### src/rtl/ptc_pkg.sv
package ptc_pkg;

    localparam int GROUP_SAMPLES = 7;
    localparam int MAX_TAPS      = 128;
    localparam int TAP_IDX_W     = 7;
    localparam int TERN_W        = 2;
    localparam int ACC_W         = 9;
    localparam int SLOT_W        = 3;

    localparam int WIN_LEN   = MAX_TAPS + GROUP_SAMPLES - 1;
    localparam int KERN_ROWS = (MAX_TAPS + GROUP_SAMPLES - 1) / GROUP_SAMPLES;
    localparam int WIN_ROWS  = (WIN_LEN + GROUP_SAMPLES - 1) / GROUP_SAMPLES;
    localparam int KROW_W    = (KERN_ROWS > 1) ? $clog2(KERN_ROWS) : 1;
    localparam int WROW_W    = (WIN_ROWS > 1) ? $clog2(WIN_ROWS) : 1;
    localparam int LANE_W    = (GROUP_SAMPLES > 1) ? $clog2(GROUP_SAMPLES) : 1;
    localparam int DELTA_W   = $clog2(GROUP_SAMPLES + 1) + 1;

    localparam int RECIP_SH = 12;
    localparam int RECIP    = (2 ** RECIP_SH) / GROUP_SAMPLES;
    localparam int SPLIT_W  = TAP_IDX_W + RECIP_SH;

    localparam logic [1:0] CMD_LOAD  = 2'd0;
    localparam logic [1:0] CMD_GROUP = 2'd1;
    localparam logic [1:0] CMD_CLEAR = 2'd2;

    typedef logic signed [TERN_W-1:0] tern_t;
    typedef tern_t [GROUP_SAMPLES-1:0] tern_row_t;
    typedef logic signed [ACC_W-1:0] acc_t;
    typedef acc_t [GROUP_SAMPLES-1:0] acc_row_t;

    typedef struct packed {
        logic [KROW_W-1:0] row;
        logic [LANE_W-1:0] lane;
    } tap_pos_t;

    typedef struct packed {
        logic              wr_en;
        logic [KROW_W-1:0] wr_row;
        logic [LANE_W-1:0] wr_lane;
        tern_t             wr_tap;
        logic              rd_en;
        logic [WROW_W-1:0] rd_row;
    } kern_req_t;

    // The code for minus two saturates to minus one.
    function automatic tern_t to_tern(input logic [1:0] code);
        tern_t t;
        unique case (code)
            2'b00:   t = 2'sd0;
            2'b01:   t = 2'sd1;
            default: t = -2'sd1;
        endcase
        return t;
    endfunction

    // Row and lane of a tap by a reciprocal multiply and one correction step.
    function automatic tap_pos_t tap_split(input logic [TAP_IDX_W-1:0] idx);
        logic [SPLIT_W-1:0]   prod;
        logic [TAP_IDX_W-1:0] q;
        logic [TAP_IDX_W-1:0] rem;
        tap_pos_t             pos;
        prod = SPLIT_W'(idx) * SPLIT_W'(RECIP);
        q    = TAP_IDX_W'(prod >> RECIP_SH);
        rem  = idx - TAP_IDX_W'(int'(q) * GROUP_SAMPLES);
        if (rem >= TAP_IDX_W'(GROUP_SAMPLES))
        begin
            q   = q + 1'b1;
            rem = rem - TAP_IDX_W'(GROUP_SAMPLES);
        end
        pos.row  = KROW_W'(q);
        pos.lane = LANE_W'(rem);
        return pos;
    endfunction

endpackage

### src/rtl/ptc_if.sv
interface ptc_item_if import ptc_pkg::*; ();
    logic                 valid;
    logic                 ready;
    logic [1:0]           cmd;
    logic [TAP_IDX_W-1:0] tap_index;
    tern_t                tap_value;
    tern_t                sample_0;
    tern_t                sample_1;
    tern_t                sample_2;
    tern_t                sample_3;
    tern_t                sample_4;
    tern_t                sample_5;
    tern_t                sample_6;

    modport source (
        output valid, cmd, tap_index, tap_value,
        output sample_0, sample_1, sample_2, sample_3, sample_4, sample_5, sample_6,
        input  ready
    );
    modport sink (
        input  valid, cmd, tap_index, tap_value,
        input  sample_0, sample_1, sample_2, sample_3, sample_4, sample_5, sample_6,
        output ready
    );
endinterface

interface ptc_out_if import ptc_pkg::*; ();
    logic              valid;
    logic              ready;
    acc_t              conv_value;
    logic [SLOT_W-1:0] slot;
    logic              last;

    modport source (output valid, conv_value, slot, last, input ready);
    modport sink (input valid, conv_value, slot, last, output ready);
endinterface

### src/rtl/ptc_kernel_store.sv
module ptc_kernel_store import ptc_pkg::*;
(
    input  logic      clk,
    input  logic      rst_n,
    input  kern_req_t req,
    output tern_row_t prev_row,
    output tern_row_t cur_row
);

    tern_row_t              mem [KERN_ROWS];
    logic [KERN_ROWS-1:0]   row_vld_reg;
    tern_row_t              prev_reg;
    tern_row_t              cur_reg;
    logic [KROW_W-1:0]      prev_idx;
    logic [KROW_W-1:0]      cur_idx;
    logic                   prev_ok;
    logic                   cur_ok;

    always_comb
    begin
        cur_idx  = KROW_W'(req.rd_row);
        prev_idx = KROW_W'(req.rd_row - 1'b1);
        cur_ok   = int'(req.rd_row) < KERN_ROWS;
        prev_ok  = (req.rd_row != '0) && (int'(req.rd_row) <= KERN_ROWS);
    end

    // A row that was never written reads as zero taps.
    always_ff @(posedge clk)
    begin
        if (req.wr_en)
        begin
            for (int l = 0; l < GROUP_SAMPLES; l++)
            begin
                if (LANE_W'(l) == req.wr_lane)
                    mem[req.wr_row][l] <= req.wr_tap;
                else if (!row_vld_reg[req.wr_row])
                    mem[req.wr_row][l] <= '0;
            end
        end
        if (req.rd_en)
        begin
            if (prev_ok && row_vld_reg[prev_idx])
                prev_reg <= mem[prev_idx];
            else
                prev_reg <= '0;
            if (cur_ok && row_vld_reg[cur_idx])
                cur_reg <= mem[cur_idx];
            else
                cur_reg <= '0;
        end
    end

    always_ff @(posedge clk or negedge rst_n)
    begin
        if (!rst_n)
            row_vld_reg <= '0;
        else if (req.wr_en)
            row_vld_reg[req.wr_row] <= 1'b1;
    end

    assign prev_row = prev_reg;
    assign cur_row  = cur_reg;

endmodule

### src/rtl/ptc_lane.sv
module ptc_lane import ptc_pkg::*;
(
    input  tern_row_t samples,
    input  tern_row_t taps,
    input  acc_t      acc_in,
    input  logic      acc_ok,
    output acc_t      acc_out
);

    logic signed [DELTA_W-1:0] delta;

    always_comb
    begin
        delta = '0;
        for (int i = 0; i < GROUP_SAMPLES; i++)
            delta = delta + DELTA_W'(samples[i] * taps[i]);
        acc_out = (acc_ok ? acc_in : '0) + ACC_W'(delta);
    end

endmodule

### src/rtl/ptc_merge.sv
module ptc_merge import ptc_pkg::*;
(
    input  logic      clk,
    input  logic      rst_n,
    input  logic      load,
    input  acc_row_t  vals,
    output logic      idle,
    ptc_out_if.source result
);

    acc_row_t          vals_reg;
    logic              busy_reg;
    logic [SLOT_W-1:0] slot_reg;
    logic              last_slot;

    assign last_slot = slot_reg == SLOT_W'(GROUP_SAMPLES - 1);

    always_ff @(posedge clk)
    begin
        if (load)
            vals_reg <= vals;
    end

    always_ff @(posedge clk or negedge rst_n)
    begin
        if (!rst_n)
        begin
            busy_reg <= 1'b0;
            slot_reg <= '0;
        end
        else if (load)
        begin
            busy_reg <= 1'b1;
            slot_reg <= '0;
        end
        else if (busy_reg && result.ready)
        begin
            busy_reg <= !last_slot;
            slot_reg <= last_slot ? '0 : slot_reg + 1'b1;
        end
    end

    assign idle              = !busy_reg;
    assign result.valid      = busy_reg;
    assign result.conv_value = vals_reg[slot_reg[LANE_W-1:0]];
    assign result.slot       = slot_reg;
    assign result.last       = last_slot;

endmodule

### src/rtl/packed_ternary_convolution.sv
// Channel  Direction  Word
// item     in         cmd, tap_index, tap_value, sample_0 .. sample_6
// result   out        conv_value, slot, last
//
// A sample group is one pass over the window; the window memory has one read and one
// write port, so the seven lanes update one window row of seven entries per cycle
// over 20 rows; the last row of a pass waits until earlier outputs have all left.
// The seven finished outputs leave one per cycle from a register bank unless stalled.
// Reset clears the kernel and window row valid bits at once; there is no sweep.
// A stalled result holds only the last row pass of the following group.
module packed_ternary_convolution import ptc_pkg::*;
(
    input  logic      clk,
    input  logic      rst_n,
    ptc_item_if.sink  item,
    ptc_out_if.source result
);

    typedef enum logic [1:0] {ST_IDLE, ST_RUN, ST_FIN} state_t;

    state_t                 state_reg;
    logic [WROW_W-1:0]      step_reg;
    logic [WROW_W-1:0]      base_reg;
    tern_row_t              samp_reg;
    logic [WIN_ROWS-1:0]    win_vld_reg;
    logic                   b_vld_reg;
    logic [WROW_W-1:0]      b_step_reg;
    logic [WROW_W-1:0]      b_phys_reg;

    acc_row_t               win_mem [WIN_ROWS];
    acc_row_t               win_rd_reg;
    logic                   win_rdv_reg;

    logic                   item_acc;
    logic                   issue;
    logic                   merge_idle;
    logic [WROW_W:0]        phys_sum;
    logic [WROW_W-1:0]      rd_phys;
    tap_pos_t               tap_pos;
    kern_req_t              kreq;
    tern_row_t              kprev;
    tern_row_t              kcur;
    tern_t [2*GROUP_SAMPLES-1:0] taps_all;
    acc_row_t               lane_sum;
    tern_row_t              samp_in;

    assign item.ready = state_reg == ST_IDLE;
    assign item_acc   = item.valid && item.ready;
    assign issue      = (state_reg == ST_RUN) && ((step_reg != '0) || merge_idle);

    always_comb
    begin
        phys_sum = {1'b0, base_reg} + {1'b0, step_reg};
        if (phys_sum >= (WROW_W + 1)'(WIN_ROWS))
            rd_phys = WROW_W'(phys_sum - (WROW_W + 1)'(WIN_ROWS));
        else
            rd_phys = WROW_W'(phys_sum);
    end

    always_comb
    begin
        tap_pos      = tap_split(item.tap_index);
        kreq.wr_en   = item_acc && (item.cmd == CMD_LOAD) && (int'(item.tap_index) < MAX_TAPS);
        kreq.wr_row  = tap_pos.row;
        kreq.wr_lane = tap_pos.lane;
        kreq.wr_tap  = to_tern(item.tap_value);
        kreq.rd_en   = issue;
        kreq.rd_row  = step_reg;
    end

    always_comb
    begin
        samp_in[0] = to_tern(item.sample_0);
        samp_in[1] = to_tern(item.sample_1);
        samp_in[2] = to_tern(item.sample_2);
        samp_in[3] = to_tern(item.sample_3);
        samp_in[4] = to_tern(item.sample_4);
        samp_in[5] = to_tern(item.sample_5);
        samp_in[6] = to_tern(item.sample_6);
    end

    ptc_kernel_store u_kernel
    (
        .clk      (clk),
        .rst_n    (rst_n),
        .req      (kreq),
        .prev_row (kprev),
        .cur_row  (kcur)
    );

    assign taps_all = {kcur, kprev};

    // Output position l of a row pairs sample i with the tap l - i places along.
    for (genvar l = 0; l < GROUP_SAMPLES; l++)
    begin : g_lane
        tern_row_t lane_taps;

        always_comb
        begin
            for (int i = 0; i < GROUP_SAMPLES; i++)
                lane_taps[i] = taps_all[GROUP_SAMPLES + l - i];
        end

        ptc_lane u_lane
        (
            .samples (samp_reg),
            .taps    (lane_taps),
            .acc_in  (win_rd_reg[l]),
            .acc_ok  (win_rdv_reg),
            .acc_out (lane_sum[l])
        );
    end

    ptc_merge u_merge
    (
        .clk    (clk),
        .rst_n  (rst_n),
        .load   (b_vld_reg && (b_step_reg == '0)),
        .vals   (lane_sum),
        .idle   (merge_idle),
        .result (result)
    );

    always_ff @(posedge clk)
    begin
        if (issue)
        begin
            win_rd_reg  <= win_mem[rd_phys];
            win_rdv_reg <= win_vld_reg[rd_phys];
        end
        if (b_vld_reg && (b_step_reg != '0))
            win_mem[b_phys_reg] <= lane_sum;
    end

    // Row zero of the window is finished last; its slot becomes the new last row.
    always_ff @(posedge clk or negedge rst_n)
    begin
        if (!rst_n)
        begin
            state_reg   <= ST_IDLE;
            step_reg    <= '0;
            base_reg    <= '0;
            samp_reg    <= '0;
            win_vld_reg <= '0;
            b_vld_reg   <= 1'b0;
            b_step_reg  <= '0;
            b_phys_reg  <= '0;
        end
        else
        begin
            unique case (state_reg)
                ST_IDLE:
                begin
                    if (item_acc)
                    begin
                        unique case (item.cmd)
                            CMD_GROUP:
                            begin
                                samp_reg  <= samp_in;
                                step_reg  <= WROW_W'(1);
                                state_reg <= ST_RUN;
                            end
                            CMD_CLEAR:
                                win_vld_reg <= '0;
                            default:
                                ;
                        endcase
                    end
                end
                ST_RUN:
                begin
                    if (issue)
                    begin
                        if (step_reg == WROW_W'(WIN_ROWS - 1))
                            step_reg <= '0;
                        else
                            step_reg <= step_reg + 1'b1;
                        if (step_reg == '0)
                            state_reg <= ST_FIN;
                    end
                end
                ST_FIN:
                    state_reg <= ST_IDLE;
                default:
                    state_reg <= ST_IDLE;
            endcase

            b_vld_reg <= issue;
            if (issue)
            begin
                b_step_reg <= step_reg;
                b_phys_reg <= rd_phys;
            end

            if (b_vld_reg)
            begin
                if (b_step_reg == '0)
                begin
                    win_vld_reg[b_phys_reg] <= 1'b0;
                    if (base_reg == WROW_W'(WIN_ROWS - 1))
                        base_reg <= '0;
                    else
                        base_reg <= base_reg + 1'b1;
                end
                else
                begin
                    win_vld_reg[b_phys_reg] <= 1'b1;
                end
            end
        end
    end

    a_win_ports: assert property (@(posedge clk) disable iff (!rst_n)
        (issue && b_vld_reg) |-> (rd_phys != b_phys_reg))
        else $error("window read and write hit the same row");

    a_merge_free: assert property (@(posedge clk) disable iff (!rst_n)
        (b_vld_reg && (b_step_reg == '0)) |-> merge_idle)
        else $error("finished row loaded while outputs still pending");

    a_base_move: assert property (@(posedge clk) disable iff (!rst_n)
        !$stable(base_reg) |-> $past(b_vld_reg && (b_step_reg == '0)))
        else $error("window base moved outside the end of a group");

endmodule

### src/flat_wrapper.sv
// flat-port wrapper written by rule: the top's interface ports become plain ports
module packed_ternary_convolution_flat import ptc_pkg::*;
  (clk, rst_n, item_valid, item_cmd, item_tap_index, item_tap_value, item_sample_0, item_sample_1, item_sample_2, item_sample_3, item_sample_4, item_sample_5, item_sample_6, item_ready, result_valid, result_conv_value, result_slot, result_last, result_ready);
  ptc_item_if item_i ();
  ptc_out_if result_i ();
  input  logic clk;
  input  logic rst_n;
  input wire logic [$bits(item_i.valid)-1:0] item_valid;
  input wire logic [$bits(item_i.cmd)-1:0] item_cmd;
  input wire logic [$bits(item_i.tap_index)-1:0] item_tap_index;
  input wire logic [$bits(item_i.tap_value)-1:0] item_tap_value;
  input wire logic [$bits(item_i.sample_0)-1:0] item_sample_0;
  input wire logic [$bits(item_i.sample_1)-1:0] item_sample_1;
  input wire logic [$bits(item_i.sample_2)-1:0] item_sample_2;
  input wire logic [$bits(item_i.sample_3)-1:0] item_sample_3;
  input wire logic [$bits(item_i.sample_4)-1:0] item_sample_4;
  input wire logic [$bits(item_i.sample_5)-1:0] item_sample_5;
  input wire logic [$bits(item_i.sample_6)-1:0] item_sample_6;
  output wire logic [$bits(item_i.ready)-1:0] item_ready;
  output wire logic [$bits(result_i.valid)-1:0] result_valid;
  output wire logic [$bits(result_i.conv_value)-1:0] result_conv_value;
  output wire logic [$bits(result_i.slot)-1:0] result_slot;
  output wire logic [$bits(result_i.last)-1:0] result_last;
  input wire logic [$bits(result_i.ready)-1:0] result_ready;
  assign item_i.valid = item_valid;
  assign item_i.cmd = item_cmd;
  assign item_i.tap_index = item_tap_index;
  assign item_i.tap_value = item_tap_value;
  assign item_i.sample_0 = item_sample_0;
  assign item_i.sample_1 = item_sample_1;
  assign item_i.sample_2 = item_sample_2;
  assign item_i.sample_3 = item_sample_3;
  assign item_i.sample_4 = item_sample_4;
  assign item_i.sample_5 = item_sample_5;
  assign item_i.sample_6 = item_sample_6;
  assign item_ready = item_i.ready;
  assign result_valid = result_i.valid;
  assign result_conv_value = result_i.conv_value;
  assign result_slot = result_i.slot;
  assign result_last = result_i.last;
  assign result_i.ready = result_ready;
  packed_ternary_convolution u_core (.clk(clk), .rst_n(rst_n), .item(item_i), .result(result_i));
endmodule
### config.mk
export PLATFORM = sky130hd
export DESIGN_NAME = packed_ternary_convolution_flat
export DESIGN_NICKNAME = d
export VERILOG_FILES = /design/src/rtl/ptc_pkg.sv /design/src/rtl/ptc_if.sv /design/src/rtl/ptc_kernel_store.sv /design/src/rtl/ptc_lane.sv /design/src/rtl/ptc_merge.sv /design/src/rtl/packed_ternary_convolution.sv /design/src/flat_wrapper.sv
export SDC_FILE = /design/constraint.sdc
export NUM_CORES = 2
export LEC_CHECK = 0
export BUFFER_PORTS_ARGS = -buffer_cell sky130_fd_sc_hd__buf_2
export CORE_ASPECT_RATIO = 0.75
export CORE_MARGIN = 2
export CORE_UTILIZATION = 60
export DETAILED_ROUTE_END_ITERATION = 12
export PLACE_DENSITY = 0.76
export SKIP_CTS_REPAIR_TIMING = 1
export SLEW_MARGIN = 15
export SYNTH_ARGS = -nofsm -noshare
export SYNTH_HDL_FRONTEND = slang
export SYNTH_SLANG_ARGS = --single-unit
### constraint.sdc
create_clock -name clk -period 8.4 [get_ports clk]
set_clock_uncertainty 0.05 [all_clocks]
set_input_delay 1.68 -clock clk [delete_from_list [all_inputs] [get_ports clk]]
set_output_delay 1.68 -clock clk [all_outputs]
set_load 0.05 [all_outputs]
# --- Word-level counts from Yosys, hierarchy flattened ---
# Memories as Yosys holds them, arrays and structs flattened. A register that Yosys moved wholly into a read port is not among the register bits.
# Index checks and enable logic that the tools add are counted.
totals:
  ramBits: 1526
  reg_bits: 144
  n_memories: 2
  elab_cells: 325
  output_inout_bits: 15
  inputBits: 29
memory_table:
  columns: ["name", "words", "width", "read_ports", "rd_clocked_by_memory_dff", "wr", "line", "text"]
  rows:
  - ["u_core.win_mem", 20, 63, 1, 1, 1, "packed_ternary_convolution.sv:30", "acc_row_t win_mem [WIN_ROWS];"]
  - ["u_core.u_kernel.mem", 19, 14, 2, 2, 1, "ptc_kernel_store.sv:10", "tern_row_t mem [KERN_ROWS];"]
classes:
  eq_ne: 24
  bitwise_logic: 11
  multipliers: 51
  addsub: 58
  reduce_logical: 37
  muxes: 105
  order_cmp: 12
op_table:
  columns: ["op", "n"]
  rows:
  - ["multiplier 2 x 2 -> 4 bit", 49]
  - ["adder 4 bit", 42]
  - ["two-way mux 20 bit", 5]
  - ["two-way mux 9 bit", 8]
  - ["adder 9 bit", 7]
  - ["two-way mux 1 bit", 53]
  - ["case mux 2 bit (2 select lines)", 9]
  - ["two-way mux 5 bit", 7]
  - ["less-than comparator 5 x 6 -> 1 bit, second input constant", 5]
  - ["binary-select mux 9 bit (select 3 bit)", 1]
  - ["two-way mux 2 bit", 11]
  - ["bitwise AND 20 bit", 1]
  - ["binary-select mux 1 bit (select 5 bit)", 4]
  - ["== test 2 x 1 -> 1 bit, second input constant", 10]
  - ["logical NOT 2 bit", 10]
  - ["inverter 20 bit", 1]
  - ["bitwise OR 20 bit", 1]
  - ["bitwise OR 19 bit", 1]
  - ["multiplier 7 x 10 -> 17 bit, second input constant", 1]
  - ["adder 5 x 1 -> 5 bit, second input constant", 3]
  - ["two-way mux 3 bit", 4]
  - ["logical AND 1 bit", 11]
  - ["demux 1 bit (select 5 bit)", 2]
  - ["== test 5 bit, second input constant", 2]
  - ["other kinds (31)", 50]

# --- Longest topological paths before layout ---
logic_depth:
  ltp_word: 12
  mapped_depth: 31
  mapped_depth_nobuf: 28

# --- Hierarchy ---
# From an unflattened synthesis, not the netlist that was laid out.
unflattened:
  cells_unflattened: 5017
  hier_area_um2: 84651.2
by_module_without_submodules:
  columns: ["mod", "cells_per_inst", "instances", "seq_area_each_um2", "area_per_inst_um2"]
  rows:
  - ["packed_ternary_convolution", 2604, 1, 41184.5, 55356.8]
  - ["ptc_kernel_store", 1045, 1, 9303.9, 15845.2]
  - ["ptc_lane at u_core.g_lane[0].u_lane ...", 173, 6, 0.0, 1541.5]
  - ["ptc_merge", 156, 1, 1991.9, 2657.5]
  - ["ptc_lane at u_core.g_lane[6].u_lane", 174, 1, 0.0, 1542.7]

# --- Least setup slack after synthesis ---
# No wires, ideal clock.
synth_timing:
  path_type: "input to register"
  from: "in item_tap_index[3]"
  to: "mem u_core.u_kernel.mem[0][0] (netlist name), data pin"
  t_required_ns: 8.043
  setup_ns: 0.307
  stages: 28
  n_path_buf: 3
  slack_ns: -0.435
  arrival_ns: 8.477
  cell_sequence: "ha_1 ha_1 fa_1 ha_1 a211oi_1 o21a_1 o21ai_1 xnor2_2 inv_2 ha_1 ha_1 or2_2 fa_1 ha_1 clkbuf_1 o21ai_0 o21bai_1 a21oi_1 xnor2_1 o221ai_1 a221oi_2 buf_2 and3_1 o21ai_1 a221o_1 and4_1 buf_2 a21oi_1"
synth_via:
  elab_chain_cells: 12
  elab_cells_between_ends: 16
  cone_classes: "3 x add/sub; 2 x mul; 1 x order compare; 9 x mux; 1 x reduce/logical"
synth_lines:
  columns: ["element", "line", "text"]
  rows:
  - ["start: declaration", "flat_wrapper.sv:10", "input wire logic [$bits(item_i.tap_index)-1:0] item_tap_index;"]
  - ["multiplier 7 x 10 -> 17 bit", "ptc_pkg.sv:62", "prod = SPLIT_W'(idx) * SPLIT_W'(RECIP);"]
  - ["multiplier 5 x 3 -> 7 bit", "ptc_pkg.sv:64", "rem = idx - TAP_IDX_W'(int'(q) * GROUP_SAMPLES);"]
  - ["subtractor 7 bit", "ptc_pkg.sv:64", null]
  - [">= comparator 7 x 3 -> 1 bit", "ptc_pkg.sv:65", "if (rem >= TAP_IDX_W'(GROUP_SAMPLES))"]
  - ["two-way mux 5 bit", "ptc_pkg.sv:65", null]
  - ["binary-select mux 1 bit (select 5 bit)", "ptc_kernel_store.sv:36", "else if (!row_vld_reg[req.wr_row])"]
  - ["two-way mux 1 bit (not written as such)", "ptc_kernel_store.sv:36", null]
  - ["two-way mux 1 bit", "ptc_kernel_store.sv:36", null]
  - ["two-way mux 1 bit *", "ptc_kernel_store.sv:34", "if (LANE_W'(l) == req.wr_lane)"]
  - ["two-way mux 1 bit *", "ptc_kernel_store.sv:30", "if (req.wr_en)"]
  - ["two-way mux 1 bit (not written as such) *", "ptc_kernel_store.sv:37", "mem[req.wr_row][l] <= '0;"]
  - ["two-way mux 2 bit (no source line) *", null, null]
  - ["end: declaration", "ptc_kernel_store.sv:10", null]
# Mark *: on every way between the ends. The rest lies on a longest branch, timed or not. The select of a mux whose other input is x is not followed.

# --- Worst setup path after layout ---
layout_timing:
  from: "reg u_core.u_kernel.cur_reg (netlist bit u_core.u_kernel.cur_row[7]) (read register of u_core.u_kernel.mem)"
  to: "mem u_core.win_mem[9][62] (netlist name), data pin"
layout_via:
  elab_chain_cells: 6
layout_lines:
  columns: ["element", "line", "text"]
  rows:
  - ["start: declaration", "ptc_kernel_store.sv:13", "tern_row_t cur_reg;"]
  - ["multiplier 2 x 2 -> 4 bit", "ptc_lane.sv:16", "delta = delta + DELTA_W'(samples[i] * taps[i]);"]
  - ["adder 4 bit (4 in a row)", "ptc_lane.sv:16", null]
  - ["adder 9 bit", "ptc_lane.sv:17", "acc_out = (acc_ok ? acc_in : '0) + ACC_W'(delta);"]
  - ["named net u_core.g_lane[6].u_lane.acc_out[8]", "ptc_lane.sv:7", "output acc_t acc_out"]
  - ["end: declaration", "packed_ternary_convolution.sv:30", null]
# The timed path passes the listed nets, and every way through them passes these cells.

==> results.toml <==
[setup_path]
arrival_ps = 8520
r2r-start = "u_core.u_kernel.cur_row[7]"
rrSetupSlack_ps = 450
r2r_cells = 26
cp-startpoint = "u_core.u_kernel.cur_row[7]"
crit_fanout = 21
cp-start-kind = "flop"
critPathMaxStageDelay_ps = 620
cp_slowest_cell = "edfxtp_1"
rr_endpoint = "u_core.win_mem[9][62]"
crit_top_cell = "fa_1"
required_ps = 8970
endpoint = "u_core.win_mem[9][62]"
worstSetupPathType = "flop to flop"
endpoint_kind = "flop"

[routing]
drtAntennaViolNets = 0
initialDrtViolationCount = 6036
drcViolationCount = 0
wl_per_cell_um = 29.3
vias_per_cell = 6.58
first_pass_iters = 5
vias = 45600
wl_um = 203000

[timing]
clock.fmax_mhz = 126
setup_viol = 0
period_share_pct = 94.6
rsz0062_at_grt = "no"
hold_viol_final = 0
max_slew.worst_pin.slew_ps = 1170
max_slew_margin_pct = 22.2
finalMaxSlewViolations = 0
fin_crit_ps = 7950

[logic_synthesis]
ys_ff_latch = 1759
syn-instance-count = 4783
yosysWarnings = 0
synth-async-reset-ratio_pct = 4.55
syn-num-nets = 5176
synth-edff-count = 1679
ys_seq_area_share_pct = 64.0
synth_cell_type_count = 74
synth-main-ff-cell = "edfxtp_1"
avgSynthCellArea_um2 = 17.1
synth_area_um2 = 81900

[clocking]
cts.sinks = 1759
cts_buffers = 161
clkTransAtPathRegs_ps = 60
cts_buffer_depth = 3
root_buffer = "clkbuf_16"
clkLatencyLatePin_ps = 820
h-tree-depth = 4
cts_tree = "built"

[die]
rows = 117
start_util_pct = 60.4
die-area_um2 = 140000
die_w_um = 431
pin_count = 44
coreArea_um2 = 136000
die_y_um = 324

[final_layout]
largest_reg_flops = 1260
nets = 5397
multi_input_area_um2 = 28000
regMostFlops = "u_core.win_mem"
utilization_pct = 67.6
seq_area_um2 = 52400
syn_to_final_growth_pct = 11.9
num-fill-cells = 8628
drive_gt1_share_pct = 24.5
final_cells = 6922
top_regs = "u_core.win_mem (1260), u_core.u_kernel.mem (266)"

[grt]
overflow = 0
grt_usage_pct = 29.6
antenna_found_initial = 3
grt_pass1_vias = 45600
grt_pass1_wl_um = 300000
grt_start_max_net_pins = 103

[placed_design]
gp_congestion = 0.887
dp_cells = 6618
port-buffer-count = 43
place_hpwl_um = 120000

[run]
cap_violations = 0

[worst_hold_path]
holdCritPathClass = "flop to flop"

[outcome]
status = "completed"
[worst max-delay path, delay by kind of cell, from the launching register on]
family / cells / cell delay [ps]
fa+ha+maj: 8 / 3650
xor+xnor: 5 / 1320
buf+inv: 6 / 920
simple gates: 3 / 500
compound gates: 4 / 650
flops: 1 / 620
[cells by family (layout without fill, tap and decap cells)]
group	count (synthesis)	count (layout)	synth area share, %
flops	1759	1759	64.0
compound gates	536	536	3.95
xor+xnor	197	197	2.17
other cells	0	1	0
buf+inv	575	928	2.74
simple gates	688	688	4.06
mux	664	664	15.6
fa+ha+maj	364	364	7.48
[synthesized netlist by cell type (85+ instances only)]
library cell | count | area [um2]
edfxtp_1 | 1679 | 50400
clkbuf_1 | 192 | 721
o21ai_0 | 85 | 425
xnor2_1 | 164 | 1440
nand2_1 | 177 | 664
inv_1 | 318 | 1190
mux2i_1 | 99 | 991
ha_1 | 155 | 1940
nor2_1 | 196 | 736
a21oi_1 | 233 | 1170
fa_1 | 209 | 4180
mux4_2 | 482 | 10900
and2_1 | 125 | 782
[through the flow]
step / instance area [um2] / setup slack [ps] / TNS [ps] / hold slack, ps
2_1_floorplan: 82300 / -91.4 / -5210 / 416
3_3_place_gp: 86300 / -216 / -52840 / 441
3_5_place_dp: 86300 / -338 / -116350 / 447
4_1_cts: 91500 / 351 / 0 / 461
5_1_grt: 91700 / 3.85 / 0 / 476
6_report: 91700 / 454 / 0 / 459
[routing by layer]
metal	share of wire, %	vias to the layer above	wire length, um	track usage, %
li1	-	18800	-	-
met1	41	23600	82100	45.2
met2	46	2828	92500	44.2
met3	12	298	23800	6.41
met4	2.1	2	4220	7.35
met5	0.0064	-	13	0
[area by class of cell]
class / count / area share, %
clock inverter: 113 / 1.21
multi-input combinational: 2449 / 30.5
inverter: 325 / 1.33
tap: 1785 / 2.44
timing repair buffer: 308 / 2.84
clock buffer: 182 / 4.48
antenna: 1 / 0.00273
sequential: 1759 / 57.2
[cell usage in the layout, fill, tap and decap left out, types with 16 or more instances in the layout]
master / Yosys / layout
o221ai_1: 16 / 16
mux4_2: 482 / 482
nor2_4: 0 / 21
o22ai_1: 37 / 37
nor2_1: 196 / 174
xor2_1: 29 / 24
nor3_1: 30 / 30
a21boi_1: 28 / 24
and2_1: 125 / 125
a21oi_2: 0 / 70
o21ai_0: 85 / 85
fa_1: 209 / 208
xnor2_1: 164 / 160
a21oi_1: 233 / 156
a31oi_1: 18 / 18
clkbuf_16: 0 / 161
inv_1: 318 / 317
mux2i_1: 99 / 98
edfxtp_1: 1679 / 1679
nand3_1: 37 / 37
buf_12: 0 / 32
dfrtp_1: 80 / 78
mux2_2: 81 / 81
nand2_1: 177 / 177
ha_1: 155 / 152
clkbuf_1: 192 / 21
buf_2: 16 / 42
clkinv_1: 4 / 41
nand2b_1: 65 / 65
o21bai_1: 45 / 45
clkinv_2: 0 / 35
buf_4: 2 / 234
[worst min-delay path by stage]
stage	start	endpoint	slack, ps	depth (start not counted)
final	u_core.b_step_reg[2]	u_core.b_step_reg[2]	460	1
after global routing	u_core.b_step_reg[0]	u_core.b_step_reg[0]	480	1
after CTS	u_core.b_step_reg[3]	u_core.b_step_reg[3]	460	1
after detailed placement	u_core.b_step_reg[3]	u_core.b_step_reg[3]	450	1
after global placement	u_core.b_step_reg[2]	u_core.b_step_reg[2]	440	1
after floorplan	u_core.u_kernel.row_vld_reg[8]	u_core.u_kernel.row_vld_reg[8]	420	1
Power is left out: the tool's default activity adds up to more than one toggle a clock period on the data nets, which glitch-free logic cannot reach.
